--- src/hw/rtl/rgb_cmyk_converter_top_assert.svh ---
// Assertion macros shared by the color converter modules.
`ifndef RGB_CMYK_CONVERTER_TOP_ASSERT_SVH
`define RGB_CMYK_CONVERTER_TOP_ASSERT_SVH

// Same-cycle implication, checked on every rising clk edge out of reset.
`define RCC_ASSERT_IMPL(label, ante, cons, msg) \
	label: assert property (@(posedge clk) disable iff (!arst_n) (ante) |-> (cons)) \
		else $error(msg);

// Next-cycle implication, checked on every rising clk edge out of reset.
`define RCC_ASSERT_NEXT(label, ante, cons, msg) \
	label: assert property (@(posedge clk) disable iff (!arst_n) (ante) |=> (cons)) \
		else $error(msg);

`endif

--- src/hw/rtl/rcc_pkg.sv ---
// Shared constants and pipeline word types of the color converter.
package rcc_pkg;

	localparam int unsigned CHAN_W         = 8;
	localparam int unsigned NUM_LANES      = 3;
	localparam int unsigned DIV_STAGES     = 4;
	localparam int unsigned BITS_PER_STAGE = CHAN_W / DIV_STAGES;

	typedef logic [CHAN_W-1:0] chan_t;

	localparam chan_t FULL_SCALE = chan_t'(255);

	// Direction register codes.
	localparam logic DIR_FORWARD = 1'b0;
	localparam logic DIR_REVERSE = 1'b1;

	// One lane of the long division: partial remainder, dividend bits not
	// yet consumed, and quotient bits developed so far.
	typedef struct packed {
		chan_t rem;
		chan_t low;
		chan_t quo;
	} div_lane_t;

	// Word that travels down the divider stages.
	typedef struct packed {
		div_lane_t [NUM_LANES-1:0] lane;
		chan_t                     divisor;
		chan_t                     black;
	} div_word_t;

endpackage

--- src/hw/rtl/rcc_front.sv ---
// Operand preparation and product stages of the color converter.
module rcc_front (
	input  logic              clk,
	input  logic              arst_n,
	input  logic              in_valid,
	input  logic              direction,
	input  rcc_pkg::chan_t    chan0,
	input  rcc_pkg::chan_t    chan1,
	input  rcc_pkg::chan_t    chan2,
	input  rcc_pkg::chan_t    chan3,
	output logic              valid_s2,
	output rcc_pkg::div_word_t word_s2
);
	import rcc_pkg::*;

	chan_t                  mx;
	chan_t [NUM_LANES-1:0]  fac_a;
	chan_t                  fac_b;
	chan_t                  div_d;
	chan_t                  black_d;

	logic                   valid_s1;
	chan_t [NUM_LANES-1:0]  fac_a_s1;
	chan_t                  fac_b_s1;
	chan_t                  div_s1;
	chan_t                  black_s1;

	// Forward mode divides (max - x) * 255 by max; reverse mode divides
	// (255 - x) * (255 - k) by 255. Pure black gets divisor one and zero
	// dividends, so its chroma comes out zero and black comes out full.
	always_comb begin
		mx = (chan0 > chan1) ? chan0 : chan1;
		mx = (mx > chan2) ? mx : chan2;
		if (direction == DIR_FORWARD) begin
			fac_a[0] = mx - chan0;
			fac_a[1] = mx - chan1;
			fac_a[2] = mx - chan2;
			fac_b    = FULL_SCALE;
			div_d    = (mx == '0) ? chan_t'(1) : mx;
			black_d  = FULL_SCALE - mx;
		end else begin
			fac_a[0] = FULL_SCALE - chan0;
			fac_a[1] = FULL_SCALE - chan1;
			fac_a[2] = FULL_SCALE - chan2;
			fac_b    = FULL_SCALE - chan3;
			div_d    = FULL_SCALE;
			black_d  = '0;
		end
	end

	// Stage one register.
	always_ff @(posedge clk or negedge arst_n) begin
		if (!arst_n) begin
			valid_s1 <= 1'b0;
		end else begin
			valid_s1 <= in_valid;
		end
	end

	always_ff @(posedge clk) begin
		fac_a_s1 <= fac_a;
		fac_b_s1 <= fac_b;
		div_s1   <= div_d;
		black_s1 <= black_d;
	end

	// Stage two: one 8 by 8 product per lane, split into the high byte that
	// seeds the remainder and the low byte that the divider shifts in.
	always_ff @(posedge clk or negedge arst_n) begin
		if (!arst_n) begin
			valid_s2 <= 1'b0;
		end else begin
			valid_s2 <= valid_s1;
		end
	end

	always_ff @(posedge clk) begin
		for (int i = 0; i < NUM_LANES; i++) begin
			{word_s2.lane[i].rem, word_s2.lane[i].low} <= fac_a_s1[i] * fac_b_s1;
			word_s2.lane[i].quo <= '0;
		end
		word_s2.divisor <= div_s1;
		word_s2.black   <= black_s1;
	end

endmodule

--- src/hw/rtl/rcc_div_stage.sv ---
// One register stage of the restoring divider, two quotient bits per lane.
`include "rgb_cmyk_converter_top_assert.svh"

module rcc_div_stage (
	input  logic               clk,
	input  logic               arst_n,
	input  logic               valid_in,
	input  rcc_pkg::div_word_t word_in,
	output logic               valid_s1,
	output rcc_pkg::div_word_t word_s1
);
	import rcc_pkg::*;

	div_word_t nxt;

	// Shift two dividend bits, one at a time, into each remainder and subtract the divisor
	// where it fits; the remainder always stays below the divisor.
	always_comb begin
		logic [CHAN_W:0] trial;
		nxt = word_in;
		for (int i = 0; i < NUM_LANES; i++) begin
			for (int j = 0; j < BITS_PER_STAGE; j++) begin
				trial = {nxt.lane[i].rem, nxt.lane[i].low[CHAN_W-1]};
				nxt.lane[i].low = {nxt.lane[i].low[CHAN_W-2:0], 1'b0};
				if (trial >= {1'b0, nxt.divisor}) begin
					trial = trial - {1'b0, nxt.divisor};
					nxt.lane[i].quo = {nxt.lane[i].quo[CHAN_W-2:0], 1'b1};
				end else begin
					nxt.lane[i].quo = {nxt.lane[i].quo[CHAN_W-2:0], 1'b0};
				end
				nxt.lane[i].rem = trial[CHAN_W-1:0];
			end
		end
	end

	// Stage register.
	always_ff @(posedge clk or negedge arst_n) begin
		if (!arst_n) begin
			valid_s1 <= 1'b0;
		end else begin
			valid_s1 <= valid_in;
		end
	end

	always_ff @(posedge clk) begin
		word_s1 <= nxt;
	end

	// A remainder at or above the divisor would overflow the quotient.
	`RCC_ASSERT_IMPL(a_rem_lane0, valid_in, word_in.lane[0].rem < word_in.divisor, "lane 0 remainder not below divisor")
	`RCC_ASSERT_IMPL(a_rem_lane1, valid_in, word_in.lane[1].rem < word_in.divisor, "lane 1 remainder not below divisor")
	`RCC_ASSERT_IMPL(a_rem_lane2, valid_in, word_in.lane[2].rem < word_in.divisor, "lane 2 remainder not below divisor")

endmodule

--- src/hw/rtl/rgb_cmyk_converter_top.sv ---
// Top level of the pipelined RGB / CMYK color converter.
//
//  channel   handshake          payload
//  -------   ---------------    -----------------------------------------------
//  input     start, busy        red_or_cyan, green_or_magenta, blue_or_yellow,
//                               black_in
//  result    done (strobe)      cyan_or_red, magenta_or_green, yellow_or_blue,
//                               black_out
//  config    cfg_we             cfg_wdata (direction)
//
// One word enters per cycle; busy is always low since nothing downstream stalls.
// Each word passes through operand prep, one 8x8 product, then four divider
// stages that each retire two quotient bits of a 16 by 8 restoring division.
// The result is on the outputs for one cycle with done high.
// Reset clears the direction register (forward) and all stage valid bits.
`include "rgb_cmyk_converter_top_assert.svh"

module rgb_cmyk_converter_top (
	input  logic           clk,
	input  logic           arst_n,
	input  logic           start,
	output logic           busy,
	input  rcc_pkg::chan_t red_or_cyan,
	input  rcc_pkg::chan_t green_or_magenta,
	input  rcc_pkg::chan_t blue_or_yellow,
	input  rcc_pkg::chan_t black_in,
	output logic           done,
	output rcc_pkg::chan_t cyan_or_red,
	output rcc_pkg::chan_t magenta_or_green,
	output rcc_pkg::chan_t yellow_or_blue,
	output rcc_pkg::chan_t black_out,
	input  logic           cfg_we,
	input  logic           cfg_wdata
);
	import rcc_pkg::*;

	logic      direction_q;
	logic      valid_chain [DIV_STAGES+1];
	div_word_t word_chain  [DIV_STAGES+1];

	// The pipeline never stalls, so a word is taken whenever start is high.
	assign busy = 1'b0;

	// Direction register.
	always_ff @(posedge clk or negedge arst_n) begin
		if (!arst_n) begin
			direction_q <= DIR_FORWARD;
		end else if (cfg_we) begin
			direction_q <= cfg_wdata;
		end
	end

	// Operand prep and product stages.
	rcc_front u_front (
		.clk       (clk),
		.arst_n    (arst_n),
		.in_valid  (start),
		.direction (direction_q),
		.chan0     (red_or_cyan),
		.chan1     (green_or_magenta),
		.chan2     (blue_or_yellow),
		.chan3     (black_in),
		.valid_s2  (valid_chain[0]),
		.word_s2   (word_chain[0])
	);

	// Divider stages.
	for (genvar s = 0; s < DIV_STAGES; s++) begin : g_div
		rcc_div_stage u_div (
			.clk      (clk),
			.arst_n   (arst_n),
			.valid_in (valid_chain[s]),
			.word_in  (word_chain[s]),
			.valid_s1 (valid_chain[s+1]),
			.word_s1  (word_chain[s+1])
		);
	end

	// Results come straight from the last stage register.
	assign done             = valid_chain[DIV_STAGES];
	assign cyan_or_red      = word_chain[DIV_STAGES].lane[0].quo;
	assign magenta_or_green = word_chain[DIV_STAGES].lane[1].quo;
	assign yellow_or_blue   = word_chain[DIV_STAGES].lane[2].quo;
	assign black_out        = word_chain[DIV_STAGES].black;

	// Every result strobe matches an earlier word taken with start high.
	`RCC_ASSERT_IMPL(a_done_latency, done, $past(start, 6), "result without a matching input word")
	// Full black carries no chroma.
	`RCC_ASSERT_IMPL(a_full_black, done && (black_out == FULL_SCALE), (cyan_or_red == '0) && (magenta_or_green == '0) && (yellow_or_blue == '0), "chroma on full black")
	// With black present one chroma channel is always zero.
	`RCC_ASSERT_IMPL(a_zero_chroma, done && (black_out != '0), (cyan_or_red == '0) || (magenta_or_green == '0) || (yellow_or_blue == '0), "no zero chroma channel")

endmodule

--- config.mk ---
export PLATFORM = sky130hd
export DESIGN_NAME = rgb_cmyk_converter_top
export DESIGN_NICKNAME = d
export VERILOG_FILES = /design/src/hw/rtl/rcc_pkg.sv /design/src/hw/rtl/rcc_front.sv /design/src/hw/rtl/rcc_div_stage.sv /design/src/hw/rtl/rgb_cmyk_converter_top.sv
export VERILOG_INCLUDE_DIRS = /design/src /design/src/hw/rtl
export SDC_FILE = /design/constraint.sdc
export NUM_CORES = 1
export LEC_CHECK = 0
export ABC_AREA = 1
export BUFFER_PORTS_ARGS = -buffer_cell sky130_fd_sc_hd__buf_2
export CAP_MARGIN = 10
export CORE_MARGIN = 4
export CORE_UTILIZATION = 65
export DETAILED_ROUTE_END_ITERATION = 12
export GPL_ROUTABILITY_DRIVEN = 0
export PLACE_DENSITY = 0.85
export SYNTH_ARGS = -nofsm -noshare
export SYNTH_HDL_FRONTEND = slang
export SYNTH_SLANG_ARGS = --single-unit
--- constraint.sdc ---
create_clock -name clk -period 11.3 [get_ports clk]
set_input_delay 1.695 -clock clk [delete_from_list [all_inputs] [get_ports clk]]
set_output_delay 1.695 -clock clk [all_outputs]
set_load 0.03 [all_outputs]
==> results.json, run 1 <==
{
  "status": "finished, final reports clean",
  "dp_slack_ns": 5.47,
  "seq_area_mm2": 0.00690,
  "worstMarginPinSlew_ns": 1.13,
  "worstHoldPathType": "reg -> reg",
  "cts_tree": "done",
  "dieArea_mm2": 0.0416,
  "synth_edf_count": 0,
  "fillerInstances": 2746,
  "cts_setup_buffers": 0,
  "ant_nets": 0,
  "num_vias": 21000,
  "wl_per_cell_um": 15.5,
  "rsz0062_at_grt": "no",
  "avgSynthCellArea_um2": 7.88,
  "root_buffer": "clkbuf_16",
  "synth.ff_latch_count": 343,
  "multiInputGateArea_mm2": 0.0158,
  "syn_inst": 3169,
  "finalCritPeriodShare_pct": 47.8,
  "crit_arrival_ns": 5.87,
  "skew_ns": 0.0228,
  "syn-cell-area_mm2": 0.0250,
  "cp.required_ns": 11.77,
  "cts_max_path_buffers": 3,
  "crit_path_frequent_cell": "nand2_1",
  "route.detailed.drc": 0,
  "critPathLaunchType": "primary input",
  "cts_buffers": 37,
  "antenna_cells": 0,
  "finalWirelength_um": 58200,
  "clock_latency_ns": 0.56,
  "synthDistinctLibCells": 58,
  "crit_type": "in -> reg",
  "core-area_mm2": 0.0378,
  "slew_viol_final": 0,
  "drt_iter0_markers": 1420,
  "async_flop_share_pct": 2.04,
  "antenna_found_initial": 0,
  "setup_tns_ns": 0,
  "hold_buffers": 0,
  "final.min_clock_period_ns": 5.40,
  "clock_sinks": 343,
  "maxCapViolCount": 0,
  "synth_top_flop_cell": "dfxtp_1",
  "cts_repair_resize_count": 0,
  "rows": 71,
  "nNetsFinal": 3732,
  "htree_levels": 2,
  "initial_core_util_pct": 66.2,
  "syn_to_final_growth_pct": 8.27,
  "crit_fanout": 9,
  "fin_ws_ns": 5.90,
  "clkSlewWorstSetupHoldPaths_ns": 0.06,
  "dp_hpwl_um": 45400,
  "dieWidth_um": 204,
  "io_pins": 71,
  "slew_headroom_pct": 24.3,
  "slowest_delay_ns": 0.38,
  "grt_max_degree": 39,
  "grt_pass1_wl_um": 97800,
  "first_global_vias": 21300,
  "die_h_um": 204,
  "grtUsageTotal_pct": 28.1,
  "syn-num-nets": 3675,
  "vias_per_cell": 5.56,
  "cp_slowest_cell": "a21oi_2",
  "hold_viol_final": 0,
  "yosysWarnings": 0,
  "fmax_mhz": 185,
  "ys_seq_area_share_pct": 27.6,
  "drive_gt1_share_pct": 7.13,
  "port_buffers": 69,
  "grt_overflow": 0,
  "setup_viol": 0,
  "firstDrtPassIters": 6,
  "worstSetupEndpointType": "flip-flop"
}
-- cell families after synthesis --
kind of cell	after synthesis	share of synthesized area [%]
other	1	0.0150
AND/OR/NAND/NOR	1215	20.7
XOR/XNOR	157	5.50
multiplexers	1	0.0401
buffers and inverters	591	9.14
AO/OA/AOI/OAI	392	9.52
flip-flops	343	27.6
adder cells (fa/ha/maj)	469	27.5
-- per-layer routing --
layer	up-vias	track usage, %	wire, um
li1	10200	-	-
met1	9681	33.2	23000
met2	853	50.4	28700
met3	219	4.62	3860
met4	0	12.6	2680
met5	-	0	0
-- worst max-delay path, delay by kind of cell --
family	cells	cell delay, ns
simple gates	19	1.89
fa+ha+maj	4	1.08
compound gates	3	0.60
buf+inv	5	0.45
xor+xnor	1	0.14
-- Yosys cell counts, drive strengths merged (9+ instances only) --
| cell type | number | area (um2) |
|---|---|---|
| o211ai | 10 | 75.1 |
| o21bai | 15 | 124 |
| o22ai | 9 | 56.3 |
| xor2 | 94 | 823 |
| nor2 | 134 | 520 |
| nand2 | 827 | 3240 |
| clkbuf | 46 | 183 |
| nand4 | 47 | 300 |
| nor3 | 20 | 100 |
| inv | 535 | 2010 |
| a21o | 14 | 105 |
| o21ai | 120 | 724 |
| a21oi | 199 | 1080 |
| xnor2 | 63 | 552 |
| nand3 | 169 | 893 |
| fa | 132 | 2640 |
| buf | 9 | 85.1 |
| ha | 337 | 4220 |
| or2 | 10 | 62.6 |
| dfxtp | 336 | 6730 |
-- path summary, 6_finish.rpt --
path,depth (start not counted),slack [ns],to,from
max,32,5.90,u_front.fac_a_s1[22],green_or_magenta[7]
min,0,0.32,u_front.word_s2[10],u_front.div_s1[2]
max reg2reg,15,6.49,u_front.word_s2[87],u_front.fac_b_s1[4]
min reg2reg,0,0.32,u_front.word_s2[10],u_front.div_s1[2]
max in group asynchronous,1,10.19,g_div[3].u_div.valid_s1,arst_n
min in group asynchronous,1,0.96,direction_q,arst_n
-- stage by stage --
step / instance area, um2 / util, % / hold WS [ns] / std cells
after global routing: 27000 / 71.6 / 0.329 / 3766
after detailed placement: 25700 / 68.1 / 0.312 / 3698
final: 27000 / 71.6 / 0.318 / 3766
after global placement: 25700 / 68.1 / 0.310 / 3698
after floorplan: 25000 / - / 0.310 / 3169
after CTS: 27000 / 71.6 / 0.317 / 3766
-- cell type report --
type / instances / area share (%)
inverters: 536 / 7.45
clock buffers: 50 / 3.91
repair buffers: 73 / 1.39
flip-flops and latches: 343 / 25.5
well taps: 511 / 2.36
clock inverters: 18 / 0.967
multi-input cells: 2235 / 58.4
-- placed cells by master, fill, tap and decap left out, drive strengths merged, types with 2 or more instances in the layout --
master	instances
o211ai	10
ha	337
nor4	2
dfrtp	7
nor3	20
nand3	169
nor2	134
inv	541
xnor2	63
or2	10
o41ai	2
clkbuf	50
o21a	7
buf	73
a21oi	199
dfxtp	336
o22ai	9
nand3b	4
nand2	827
a31oi	6
o221ai	2
a21o	14
xor2	94
o31ai	2
fa	132
o21bai	15
o21ai	120
bufinv	5
a211oi	3
nand4	47
clkinv	7
-- registers in the layout, indices dropped and copies added (netlist names) --
| name | count |
|---|---|
| direction_q | 1 |
| g_div.u_div.valid_s1 | 4 |
| g_div.u_div.word_s1 | 224 |
| u_front.black_s1 | 8 |
| u_front.div_s1 | 8 |
| u_front.fac_a_s1 | 24 |
| u_front.fac_b_s1 | 8 |
| u_front.valid_s1 | 1 |
| u_front.valid_s2 | 1 |
| u_front.word_s2 | 64 |
Power of run 1 is left out: the tool's default activity adds up to more than one toggle a clock period on the data nets, which glitch-free logic cannot reach.
==> inputs of run 2 (changes only) <==
--- a/config.mk
+++ b/config.mk
@@ -10,10 +10,10 @@
 export BUFFER_PORTS_ARGS = -buffer_cell sky130_fd_sc_hd__buf_2
 export CAP_MARGIN = 10
 export CORE_MARGIN = 4
-export CORE_UTILIZATION = 65
+export CORE_UTILIZATION = 64
 export DETAILED_ROUTE_END_ITERATION = 12
 export GPL_ROUTABILITY_DRIVEN = 0
-export PLACE_DENSITY = 0.85
+export PLACE_DENSITY = 0.84
 export SYNTH_ARGS = -nofsm -noshare
 export SYNTH_HDL_FRONTEND = slang
 export SYNTH_SLANG_ARGS = --single-unit
==> constraint.sdc (replaced) <==
create_clock -name clk -period 5.6 [get_ports clk]
set_input_delay 0.84 -clock clk [delete_from_list [all_inputs] [get_ports clk]]
set_output_delay 0.84 -clock clk [all_outputs]
set_load 0.03 [all_outputs]
==> run 2 against run 1 <==
Effect of this change: non-clock buffer count grew 5; via count shrank 0.14%; wire length grew 0.71%; cell count grew 0.37%; utilization shrank 1.3 points; first-iteration DRC count grew 7.0%; largest cell class unchanged.
==> results.json, run 2 (synthesis results as in run 1) <==
{
  "largest_register_ffs": 224,
  "cts_repair_resize_count": 0,
  "drt_iter0_markers": 1520,
  "dieArea_mm2": 0.0423,
  "dp_hpwl_um": 45600,
  "die_h_um": 206,
  "syn_to_final_growth_pct": 8.75,
  "skew_ns": 0.0290,
  "drive_gt1_share_pct": 7.42,
  "maxCapViolCount": 0,
  "critPathLaunchType": "flip-flop",
  "grt_overflow": 0,
  "rows": 72,
  "fmax_mhz": 209,
  "worstHoldPathType": "in -> async",
  "finalWirelength_um": 58700,
  "crit_arrival_ns": 5.26,
  "setup_tns_ns": 0,
  "top_usage_layer": "met2",
  "slew_viol_final": 0,
  "port_buffers": 69,
  "cts_max_path_buffers": 3,
  "clock_sinks": 343,
  "hold_buffers": 0,
  "route.detailed.drc": 0,
  "met3_usage_pct": 4.19,
  "grtUsageTotal_pct": 28.2,
  "io_pins": 71,
  "crit_type": "reg -> reg",
  "antenna_cells": 0,
  "setup_viol": 0,
  "crit_fanout": 19,
  "clock_latency_ns": 0.57,
  "largest_register": "g_div.u_div.word_s1",
  "firstDrtPassIters": 7,
  "wl_per_cell_um": 15.5,
  "dieWidth_um": 206,
  "antenna_found_initial": 0,
  "core-area_mm2": 0.0386,
  "layout_common_cells": "nand2_1, inv_1, ha_1, dfxtp_1, a21oi_1",
  "hold_viol_final": 0,
  "num_vias": 20900,
  "first_global_vias": 21300,
  "cp.required_ns": 6.07,
  "worstMarginPinSlew_ns": 1.13,
  "htree_levels": 2,
  "cts_tree": "done",
  "initial_core_util_pct": 64.6,
  "clkSlewWorstSetupHoldPaths_ns": 0.06,
  "top_regs": "g_div.u_div.word_s1: 224 flops, u_front.word_s2: 64 flops, u_front.fac_a_s1: 24 flops",
  "finalCritPeriodShare_pct": 85.5,
  "vias_per_cell": 5.54,
  "grt_max_degree": 39,
  "status": "finished, final reports clean",
  "slew_headroom_pct": 24.5,
  "grt_pass1_wl_um": 98200,
  "nNetsFinal": 3738,
  "met2_usage_pct": 50.3,
  "root_buffer": "clkbuf_16",
  "worstSetupEndpointType": "flip-flop",
  "final.min_clock_period_ns": 4.79,
  "rsz0062_at_grt": "no",
  "ant_nets": 0,
  "cts_setup_buffers": 0,
  "use_met1_pct": 32.5,
  "cts_buffers": 38,
  "final_common_cell": "nand2_1",
  "timing.hold.ws_ns": 0.0923
}
-- run 2: changes by cell type in the layout (fill, tap and decap cells not counted), sizes merged --
| cell | before | now |
|---|---|---|
| clkinvlp | 1 | 2 |
| bufinv | 5 | 6 |
| buf | 73 | 78 |
| clkinv | 7 | 9 |
| inv | 541 | 539 |
-- run 2: final timing paths --
check | startpoint | endpoint | slack, ns | depth (start not counted)
max | u_front.fac_b_s1[7] | u_front.word_s2[60] | 0.81 | 16
min | arst_n | direction_q | 0.09 | 1
max reg2reg | u_front.fac_b_s1[7] | u_front.word_s2[60] | 0.81 | 16
min reg2reg | g_div[0].u_div.word_s1[75] | g_div[1].u_div.word_s1[77] | 0.30 | 0
max in group asynchronous | arst_n | g_div[2].u_div.valid_s1 | 5.36 | 1
min in group clk | g_div[0].u_div.word_s1[75] | g_div[1].u_div.word_s1[77] | 0.30 | 0
-- run 2: layer usage --
layer	wire, um	up-vias
met1	23300	9693
met4	3280	0
met5	0	-
met2	28700	762
met3	3400	251
li1	-	10200
-- run 2: critical path, cell delays in order, from the launching register on --
cell     delay (ns)
dfxtp_1        0.99
buf_4          0.28
nand2_1        0.06
inv_1          0.10
fa_1           0.40
inv_1          0.10
fa_1           0.42
fa_1           0.55
inv_1          0.06
fa_1           0.47
ha_1           0.37
a21oi_1        0.17
o21ai_0        0.13
a21oi_1        0.22
nor2_1         0.08
nor2_1         0.12
xor2_1         0.17
-- run 2: layout make-up --
type | count | area (um2)
Tap cell | 518 | 648
Clock buffer | 50 | 1110
Timing Repair Buffer | 78 | 413
Clock inverter | 20 | 283
Sequential cell | 343 | 6900
Multi-Input combinational cell | 2235 | 15800
Fill cell | 2895 | 11500
Inverter | 536 | 2010
-- run 2: through the flow --
step	utilization [%]	instances	worst slack (ns)	instance area, um2
after global routing	70.3	3780	0.558	27200
after detailed placement	66.7	3710	0.672	25800
final	70.3	3780	0.813	27200
after floorplan	-	3169	1.34	25000
after CTS	70.3	3780	0.871	27200
after global placement	66.7	3710	0.849	25800
Power of run 2 is left out for the same reason.
==> inputs of run 3 (changes only) <==
--- a/config.mk
+++ b/config.mk
@@ -10,10 +10,10 @@
 export BUFFER_PORTS_ARGS = -buffer_cell sky130_fd_sc_hd__buf_2
 export CAP_MARGIN = 10
 export CORE_MARGIN = 4
-export CORE_UTILIZATION = 64
+export CORE_UTILIZATION = 65
 export DETAILED_ROUTE_END_ITERATION = 12
 export GPL_ROUTABILITY_DRIVEN = 0
-export PLACE_DENSITY = 0.84
+export PLACE_DENSITY = 0.85
 export SYNTH_ARGS = -nofsm -noshare
 export SYNTH_HDL_FRONTEND = slang
 export SYNTH_SLANG_ARGS = --single-unit
==> constraint.sdc (replaced) <==
create_clock -name clk -period 6.1 [get_ports clk]
set_input_delay 0.915 -clock clk [delete_from_list [all_inputs] [get_ports clk]]
set_output_delay 0.915 -clock clk [all_outputs]
set_load 0.03 [all_outputs]
==> run 3 against run 2 <==
Effect of this change: sequential share of layout area is 0.18 points higher; final area is 0.72% lower; critical path depth is 1 lower; largest cell class unchanged; clock skew is 0.00082 ns lower; die area is 1.5% lower; cell count is 0.50% lower; critical endpoint is now u_front.word_s2[87]; utilization is 1.1 points higher; count of clock-buffer cells in the layout is 6 lower; critical path type unchanged; via count is 0.19% higher; register-to-register slack better by 0.55 ns; worst setup slack better by 0.55 ns; flip-flop and latch count stayed put.
==> results.json, run 3 (synthesis results as in run 1) <==
{
  "status": "finished, final reports clean",
  "first_global_vias": 21400,
  "ant_nets": 0,
  "skew_ns": 0.0282,
  "final_common_cell": "nand2_1",
  "largest_register_ffs": 224,
  "worstSetupEndpointType": "flip-flop",
  "num_vias": 21000,
  "cts_repair_resize_count": 0,
  "grtUsageTotal_pct": 27.9,
  "dieWidth_um": 204,
  "finalCritPeriodShare_pct": 77.6,
  "die_h_um": 204,
  "cts_buffers": 37,
  "clock_latency_ns": 0.55,
  "setup_tns_ns": 0,
  "fmax_mhz": 211,
  "drive_gt1_share_pct": 7.11,
  "crit_fanout": 24,
  "syn_to_final_growth_pct": 7.97,
  "nNetsFinal": 3735,
  "clock_sinks": 343,
  "vias_per_cell": 5.57,
  "cp_cell_sequence": "nand2_1 -> fa_1 -> fa_1 -> inv_1 -> fa_1 -> fa_1 -> ha_1 -> nand2_1 -> o21ai_0 -> nand2_1 -> nand3_1 -> a21oi_1 -> nor2_1 -> nor2_1 -> xor2_1",
  "worstHoldPathType": "in -> async",
  "top_regs": "g_div.u_div.word_s1: 224 flops, u_front.word_s2: 64 flops, u_front.fac_a_s1: 24 flops",
  "drt_iter0_markers": 1380,
  "dp_slack_ns": 1.14,
  "placed_area_mm2": 0.0257,
  "port_buffers": 69,
  "grt_max_degree": 40,
  "worstMarginPinSlew_ns": 1.10,
  "largest_register": "g_div.u_div.word_s1",
  "final.min_clock_period_ns": 4.73,
  "critPathBufInv": 1,
  "crit_path_frequent_cell": "fa_1",
  "grt_overflow": 0,
  "htree_levels": 2,
  "wl_per_cell_um": 15.4,
  "layout_common_cells": "nand2_1, inv_1, ha_1, dfxtp_1, a21oi_1",
  "cts_setup_buffers": 0,
  "cp_slowest_cell": "dfxtp_1",
  "core-area_mm2": 0.0378,
  "antenna_found_initial": 0,
  "clkSlewWorstSetupHoldPaths_ns": 0.06,
  "critPathTopFamily": "adder cells",
  "crit_arrival_ns": 5.17,
  "rows": 71,
  "setup_viol": 0,
  "initial_core_util_pct": 66.2,
  "fin_ws_ns": 1.37,
  "cts_max_path_buffers": 3,
  "route.detailed.drc": 0,
  "maxCapViolCount": 0,
  "cts_tree": "done",
  "dieArea_mm2": 0.0416,
  "slowest_delay_ns": 1.04,
  "hold_viol_final": 0,
  "fin_area_mm2": 0.0270,
  "firstDrtPassIters": 5,
  "root_buffer": "clkbuf_16",
  "crit_type": "reg -> reg",
  "slew_headroom_pct": 26.4,
  "cp.required_ns": 6.53,
  "finalWirelength_um": 57900,
  "hold_buffers": 0,
  "io_pins": 71,
  "slew_viol_final": 0,
  "grt_pass1_wl_um": 97400,
  "rsz0062_at_grt": "no",
  "dp_hpwl_um": 45300,
  "critPathLaunchType": "flip-flop"
}
## run 3: changes by cell type in the layout (fill, tap and decap cells not counted), sizes merged
cell      delta
inv          -1
bufinv       -2
clkinvlp     +1
diode        +1
buf          -2
clkbuf       -6
clkinv       -3
## run 3: layout make-up
class | instances | area (um2)
Inverter | 536 | 2010
Sequential cell | 343 | 6900
Clock buffer | 44 | 1010
Fill cell | 2818 | 10800
Timing Repair Buffer | 76 | 398
Tap cell | 511 | 639
Clock inverter | 15 | 205
Antenna cell | 1 | 2.50
Multi-Input combinational cell | 2235 | 15800
## run 3: path summary, 6_finish.rpt
kind,from,end,slack [ns],cells after the start
worst max-delay path,u_front.fac_b_s1[3],u_front.word_s2[87],1.37,15
worst min-delay path,arst_n,u_front.valid_s1,0.18,1
worst max register to register,u_front.fac_b_s1[3],u_front.word_s2[87],1.37,15
worst min register to register,u_front.black_s1[3],u_front.word_s2[3],0.32,0
max in group asynchronous,arst_n,g_div[1].u_div.valid_s1,5.77,1
min in group clk,u_front.black_s1[3],u_front.word_s2[3],0.32,0
## run 3: through the flow
step                      instances  hold slack, ns  utilization, %
after detailed placement       3701           0.312            68.2
after CTS                      3760           0.161            71.4
after floorplan                3169           0.310               -
final                          3761           0.184            71.4
after global placement         3701           0.310            68.2
after global routing           3760           0.170            71.4
## run 3: routing by layer
layer	up-vias	part of all wire [%]	track usage, %
li1	10200	-	-
met1	9712	40	32.5
met2	839	49	50.1
met3	214	6.6	4.71
met4	0	4.9	13.1
met5	-	0	0
Power of run 3 is left out for the same reason.
